--- src/design/nfci_pkg.sv ---
// Package for the NOR flash command interface.
// Holds widths, command codes, request codes, mode and sequencer types and the shared structs.
// No dependencies.
`default_nettype none

package nfci_pkg;

	// Array geometry.
	localparam int ADDR_W       = 12;
	localparam int DATA_W       = 8;
	localparam int SECTOR_WORDS = 256;
	localparam int SECT_W       = $clog2(SECTOR_WORDS);
	localparam int TICK_W       = 16;
	localparam int CFG_IDX_W    = 2;
	localparam int CFG_DATA_W   = 16;

	// Unlock cycle addresses.
	localparam logic [ADDR_W-1:0] CYC1_ADDR = 12'h555;
	localparam logic [ADDR_W-1:0] CYC2_ADDR = 12'h2AA;

	// Command bytes.
	localparam logic [DATA_W-1:0] CMD_UNLOCK1     = 8'hAA;
	localparam logic [DATA_W-1:0] CMD_UNLOCK2     = 8'h55;
	localparam logic [DATA_W-1:0] CMD_AUTOSEL     = 8'h90;
	localparam logic [DATA_W-1:0] CMD_ERASE_SETUP = 8'h80;
	localparam logic [DATA_W-1:0] CMD_PROGRAM     = 8'hA0;
	localparam logic [DATA_W-1:0] CMD_SECTOR      = 8'h30;
	localparam logic [DATA_W-1:0] CMD_RESET       = 8'hF0;
	localparam logic [DATA_W-1:0] STATUS_BIT      = 8'h80;
	localparam logic [DATA_W-1:0] ERASED_WORD     = '1;

	// Request types.
	localparam logic [1:0] REQ_READ  = 2'd0;
	localparam logic [1:0] REQ_WRITE = 2'd1;
	localparam logic [1:0] REQ_TICK  = 2'd2;

	// Configuration register indexes.
	localparam logic [CFG_IDX_W-1:0] CFG_MANUF  = 2'd0;
	localparam logic [CFG_IDX_W-1:0] CFG_DEVICE = 2'd1;
	localparam logic [CFG_IDX_W-1:0] CFG_TICKS  = 2'd2;

	// Command mode of the device.
	typedef enum logic [9:0] {
		M_READ        = 10'b00_0000_0001,
		M_UNL1        = 10'b00_0000_0010,
		M_UNL2        = 10'b00_0000_0100,
		M_AUTOSEL     = 10'b00_0000_1000,
		M_PROG_SETUP  = 10'b00_0001_0000,
		M_ERASE_SETUP = 10'b00_0010_0000,
		M_ERASE_UNL1  = 10'b00_0100_0000,
		M_ERASE_UNL2  = 10'b00_1000_0000,
		M_PROGRAMMING = 10'b01_0000_0000,
		M_ERASING     = 10'b10_0000_0000
	} mode_t;

	// Top level sequencer.
	typedef enum logic [2:0] {
		SEQ_CLEAR = 3'b001,
		SEQ_IDLE  = 3'b010,
		SEQ_EXEC  = 3'b100
	} seq_t;

	// One accepted item.
	typedef struct packed {
		logic [1:0]        req_type;
		logic [ADDR_W-1:0] addr;
		logic [DATA_W-1:0] data;
	} item_t;

	// Configuration register set.
	typedef struct packed {
		logic [DATA_W-1:0] manuf;
		logic [DATA_W-1:0] device;
		logic [TICK_W-1:0] ticks;
	} cfg_t;

	// Array write request from the command logic.
	typedef struct packed {
		logic              we;
		logic [ADDR_W-1:0] addr;
		logic [DATA_W-1:0] wdata;
	} mem_wr_t;

endpackage

`default_nettype wire

--- src/design/nfci_core.sv ---
// Command decoder and operation state of the flash bank.
// Applies one item per exec cycle using the array word read for it. Depends on nfci_pkg.
`default_nettype none

module nfci_core (
	input  wire logic                        clk,
	input  wire logic                        arst_n,
	input  wire logic                        exec,
	input  wire nfci_pkg::item_t             item,
	input  wire nfci_pkg::cfg_t              cfg,
	input  wire logic [nfci_pkg::DATA_W-1:0] rdata,
	output nfci_pkg::mem_wr_t                mem_wr,
	output logic      [nfci_pkg::DATA_W-1:0] rd,
	output logic                             busy_nxt
);
	import nfci_pkg::*;

	mode_t             mode_q, mode_d;
	logic [TICK_W-1:0] bc_q, bc_d;
	logic [ADDR_W-1:0] ta_q, ta_d;
	logic [DATA_W-1:0] tv_q, tv_d;
	logic [SECT_W-1:0] pos_q, pos_d;

	// Decode the item against the current mode.
	always_comb begin
		mode_d = mode_q;
		bc_d   = bc_q;
		ta_d   = ta_q;
		tv_d   = tv_q;
		pos_d  = pos_q;
		rd     = '0;
		mem_wr = '0;
		case (item.req_type)
			REQ_READ: begin
				case (mode_q)
					M_AUTOSEL: begin
						if (item.addr == ADDR_W'(0)) begin
							rd = cfg.manuf;
						end else if (item.addr == ADDR_W'(1)) begin
							rd = cfg.device;
						end
					end
					M_PROGRAMMING: rd = ~tv_q & STATUS_BIT;
					M_ERASING:     rd = '0;
					default:       rd = rdata;
				endcase
			end
			REQ_WRITE: begin
				if (item.data == CMD_RESET) begin
					mode_d = M_READ;
					bc_d   = '0;
				end else begin
					case (mode_q)
						M_READ: begin
							if (item.addr == CYC1_ADDR && item.data == CMD_UNLOCK1) begin
								mode_d = M_UNL1;
							end
						end
						M_UNL1: begin
							mode_d = (item.addr == CYC2_ADDR && item.data == CMD_UNLOCK2)
								? M_UNL2 : M_READ;
						end
						M_UNL2: begin
							if (item.addr == CYC1_ADDR && item.data == CMD_AUTOSEL) begin
								mode_d = M_AUTOSEL;
							end else if (item.addr == CYC1_ADDR && item.data == CMD_PROGRAM) begin
								mode_d = M_PROG_SETUP;
							end else if (item.addr == CYC1_ADDR
									&& item.data == CMD_ERASE_SETUP) begin
								mode_d = M_ERASE_SETUP;
							end else begin
								mode_d = M_READ;
							end
						end
						M_PROG_SETUP: begin
							ta_d   = item.addr;
							tv_d   = rdata & item.data;
							bc_d   = cfg.ticks;
							mode_d = M_PROGRAMMING;
						end
						M_ERASE_SETUP: begin
							mode_d = (item.addr == CYC1_ADDR && item.data == CMD_UNLOCK1)
								? M_ERASE_UNL1 : M_READ;
						end
						M_ERASE_UNL1: begin
							mode_d = (item.addr == CYC2_ADDR && item.data == CMD_UNLOCK2)
								? M_ERASE_UNL2 : M_READ;
						end
						M_ERASE_UNL2: begin
							if (item.data == CMD_SECTOR) begin
								ta_d   = {item.addr[ADDR_W-1:SECT_W], SECT_W'(0)};
								pos_d  = '0;
								bc_d   = '0;
								mode_d = M_ERASING;
							end else begin
								mode_d = M_READ;
							end
						end
						default: begin
						end
					endcase
				end
			end
			REQ_TICK: begin
				if (mode_q == M_PROGRAMMING) begin
					// A count of zero or one completes the program on this tick.
					if (bc_q <= TICK_W'(1)) begin
						mem_wr.we    = 1'b1;
						mem_wr.addr  = ta_q;
						mem_wr.wdata = tv_q;
						bc_d         = '0;
						mode_d       = M_READ;
					end else begin
						bc_d = bc_q - TICK_W'(1);
					end
				end else if (mode_q == M_ERASING) begin
					mem_wr.we    = 1'b1;
					mem_wr.addr  = ta_q + ADDR_W'(pos_q);
					mem_wr.wdata = ERASED_WORD;
					pos_d        = pos_q + SECT_W'(1);
					if (pos_q == SECT_W'(SECTOR_WORDS - 1)) begin
						pos_d  = '0;
						mode_d = M_READ;
					end
				end
			end
			default: begin
			end
		endcase
		busy_nxt = (mode_d == M_PROGRAMMING) || (mode_d == M_ERASING);
	end

	// Mode and operation registers, updated once per item.
	always_ff @(posedge clk or negedge arst_n) begin
		if (!arst_n) begin
			mode_q <= M_READ;
			bc_q   <= '0;
			ta_q   <= '0;
			tv_q   <= '0;
			pos_q  <= '0;
		end else if (exec) begin
			mode_q <= mode_d;
			bc_q   <= bc_d;
			ta_q   <= ta_d;
			tv_q   <= tv_d;
			pos_q  <= pos_d;
		end
	end

endmodule

`default_nettype wire

--- config.mk ---
export PLATFORM = sky130hd
export DESIGN_NAME = nfci_core
export DESIGN_NICKNAME = d
export VERILOG_FILES = /design/src/design/nfci_pkg.sv /design/src/design/nfci_core.sv
export SDC_FILE = /design/constraint.sdc
export NUM_CORES = 1
export LEC_CHECK = 0
export ABC_AREA = 1
export CAP_MARGIN = 15
export CORE_MARGIN = 3
export CORE_UTILIZATION = 45
export DETAILED_ROUTE_END_ITERATION = 10
export DONT_BUFFER_PORTS = 1
export GPL_TIMING_DRIVEN = 0
export PLACE_DENSITY = 0.6
export SLEW_MARGIN = 30
export SYNTH_ARGS = -nofsm -noshare
export SYNTH_HDL_FRONTEND = slang
export SYNTH_SLANG_ARGS = --single-unit
--- constraint.sdc ---
create_clock -name clk -period 6.3 [get_ports clk]
set_input_delay 0.945 -clock clk [delete_from_list [all_inputs] [get_ports clk]]
set_output_delay 0.945 -clock clk [all_outputs]
set_load 0.01 [all_outputs]
==> results.py <==
metrics = {
    "worst_setup_path": {
        "cp_data_arrival_time_ns": 2.85,
        "path_class": "input pin to primary output",
        "cp-start-kind": "input pin",
        "critPathCaptureType": "primary output",
        "critPathMaxFanout": 10,
        "cpPeakStageDelay_ns": 0.43,
        "cp_slowest_cell": "ha_1",
        "setup.worst_path.end": "mem_wr[5]",
        "rrSetupSlack_ns": 3.88,
        "crit_required_ns": 5.35,
        "r2r-start": "mode_q[7]",
        "worst_r2r_endpoint": "bc_q[11]",
        "critPathLaunch": "item[20]",
        "cp_cell_sequence": "inv_1 > ha_1 > inv_2 > nor2_2 > inv_1 > a21oi_2 > inv_2 > buf_2 > nor2_1",
        "r2r.worst_path.cells": 10,
    },
    "route": {
        "vias_per_cell": 5.54,
        "vias": 5277,
        "ant_nets": 0,
        "wl_per_cell_um": 16.0,
        "route.final.wire_length_mm": 15.2,
        "drt_iter0_drc": 276,
        "drc": 0,
        "drtPass1Iterations": 5,
    },
    "pwr": {
        "ir_drop_mv": 0.132,
        "p_per_area_mw_per_mm2": 205,
        "p_leak_uw": 0.00261,
    },
    "final_layout": {
        "area_growth_pct": 5.08,
        "final_nets": 895,
        "fin_util_pct": 49.8,
        "fill_cells": 1101,
        "diodes": 0,
        "drive_above_1_share_pct": 7.23,
    },
    "cts": {
        "cts-hold-fix-buffers": 0,
        "numCtsBuffers": 5,
        "clockBufferDepth": 2,
        "htree_levels": 2,
        "cts-root-buf": "clkbuf_8",
        "tritoncts": "done",
        "insertion_delay_ns": 0.33,
        "post_cts_buffers": 0,
        "cts_resized": 0,
        "clkSlewWorstSetupHoldPaths_ns": 0.10,
        "cts_num_sinks": 54,
    },
    "floorplan": {
        "core_mm2": 0.0106,
        "chipHeight_um": 112,
        "num_rows": 37,
        "num_io_pins": 95,
        "die_w_um": 112,
        "die_area_mm2": 0.0125,
        "start_util_pct": 47.4,
    },
    "yosys": {
        "ys_seq_area_share_pct": 26.9,
        "syn_avg_cell_area_um2": 6.21,
        "ys_types": 48,
        "async_reset_ff_share_pct": 100,
        "synth_edf_count": 0,
        "yosys.area_share.simple_pct": 39.8,
        "yosys_warnings": 0,
        "synth_top_family_by_area": "simple AND/OR/NAND/NOR gates",
        "synthMuxAreaShare_pct": 0,
        "synth_compound_area_share_pct": 16.4,
        "synth_cells": 808,
        "synth_ff_type": "dfrtp_1",
        "synth_area_mm2": 0.00502,
        "synthAdderAreaFrac_pct": 3.89,
        "synth_seq_cells": 54,
        "synth_fp_nets": 888,
        "synth_xor_xnor_area_share_pct": 2.62,
    },
    "global_routing": {
        "grt_use_total_pct": 24.1,
        "first_global_vias": 5104,
        "grt_pass1_wl_mm": 24.7,
        "grt_max_degree": 55,
        "antenna_found_initial": 0,
        "gr-total-overflow": 0,
    },
    "timing": {
        "fin_crit_ns": 3.80,
        "holdWs_ns": 0.294,
        "rsz0062_at_grt": "false",
        "maxSlewViolCount": 0,
        "final_hold_viol_count": 0,
        "tns_ns": 0,
        "fin_skew_ns": 0.00352,
        "setup_viol": 0,
        "postLayoutSetupSlackWorst_ns": 2.50,
        "tightest_slew_ns": 0.672,
        "max_slew_margin_pct": 55.0,
        "fmax_ghz": 0.263,
        "period_share_pct": 60.2,
    },
    "placed_design": {
        "numPortBuffers": 0,
        "gp_congestion": 0.897,
        "dp.final_hpwl_mm": 12.1,
        "pre_cts_slack_ns": 2.51,
    },
    "run": {
        "max_cap_violations": 0,
    },
    "worst_hold_path": {
        "min_path_type": "input pin to async pin",
    },
    "outcome": {
        "status": "finished, final reports clean",
    },
}
[worst max-delay path, delay by kind of cell]
| family | cells | cell delay [ns] |
|---|---|---|
| buf+inv | 5 | 0.64 |
| simple gates | 2 | 0.52 |
| fa+ha+maj | 1 | 0.43 |
| compound gates | 1 | 0.31 |
[flip-flops by register name (all words and copies together) (netlist names)]
name    flops
bc_q       16
ta_q       12
mode_q     10
pos_q       8
tv_q        8
[metrics by stage]
stage / cells / power, uW / cell area [um^2]
5_1_grt: 952 / 1170 / 5280
4_1_cts: 952 / 1090 / 5270
3_5_place_dp: 944 / 876 / 5190
6_report: 952 / 1080 / 5280
2_1_floorplan: 808 / 781 / 5020
3_3_place_gp: 944 / 867 / 5190
[logic make-up (layout without fill, tap and decap cells)]
family	count (synthesis)	after routing
AND/OR/NAND/NOR	451	451
AO/OA/AOI/OAI	141	141
buffers and inverters	132	140
flip-flops	54	54
adder cells (fa/ha/maj)	15	15
XOR/XNOR	15	15
[worst min-delay path by stage]
| stage | start | depth (start not counted) | endpoint | slack, ns |
|---|---|---|---|---|
| final | arst_n | 0 | ta_q[1] | 0.29 |
| after CTS | arst_n | 0 | bc_q[15] | 0.27 |
| after detailed placement | tv_q[7] | 2 | tv_q[7] | 0.48 |
| after floorplan | tv_q[0] | 2 | tv_q[0] | 0.45 |
| after global placement | tv_q[7] | 2 | tv_q[7] | 0.47 |
| after global routing | arst_n | 0 | pos_q[6] | 0.26 |
[synthesized netlist by cell type (5+ instances only)]
cell type,n,area (um^2)
nand2_1,225,845
nor2_1,107,402
inv_1,104,390
nand3_1,61,305
dfrtp_1,53,1330
a21oi_1,47,235
o21ai_0,41,205
nor3_1,16,80.1
xor2_1,15,131
ha_1,14,175
o21ai_1,13,65.1
inv_2,12,45.0
o22ai_1,8,50.1
nand4_1,7,43.8
o31ai_1,7,52.6
clkbuf_1,6,22.5
nand2_2,6,37.5
a211oi_1,5,37.5
nor2_2,5,31.3
[layout make-up]
cell class	count	area, um^2	area share (%)
multi-input combinational	622	3150	59.7
sequential	54	1350	25.6
inverter	120	455	8.63
tap	136	170	3.23
clock buffer	8	80.1	1.52
buffer	12	65.1	1.23
[cell usage in the layout (no fill, tap or decap), drive strengths merged, types with 2 or more instances in the layout]
cell	Yosys	layout
a21oi	50	50
nand3b	3	3
clkbuf	6	14
a22oi	4	4
ha	14	14
nand4	7	7
a221oi	4	4
nor4	2	2
dfrtp	53	53
o31ai	7	7
a31oi	4	4
nor2	115	115
or2	2	2
o22ai	8	8
o21ai	54	54
nand2	233	233
o211ai	3	3
xor2	15	15
nand3	63	63
nor3	22	22
clkinv	3	3
nor3b	3	3
buf	6	6
a211oi	5	5
inv	117	117
[layer usage]
layer	part of all wire (%)	GRT usage, %	up-vias
li1	-	-	2643
met5	0	0	-
met3	5.0	4.78	21
met2	49	41.4	135
met1	44	30.3	2478
met4	2.1	8.03	0
[power breakdown]
group,leakage [uW],switching (uW),internal [uW],total [uW]
Sequential,0.000696,70.6,407,478
Clock,0.0000395,127,79.7,207
Combinational,0.00187,262,137,399
Note: power is estimated with default switching activity, not from simulation.
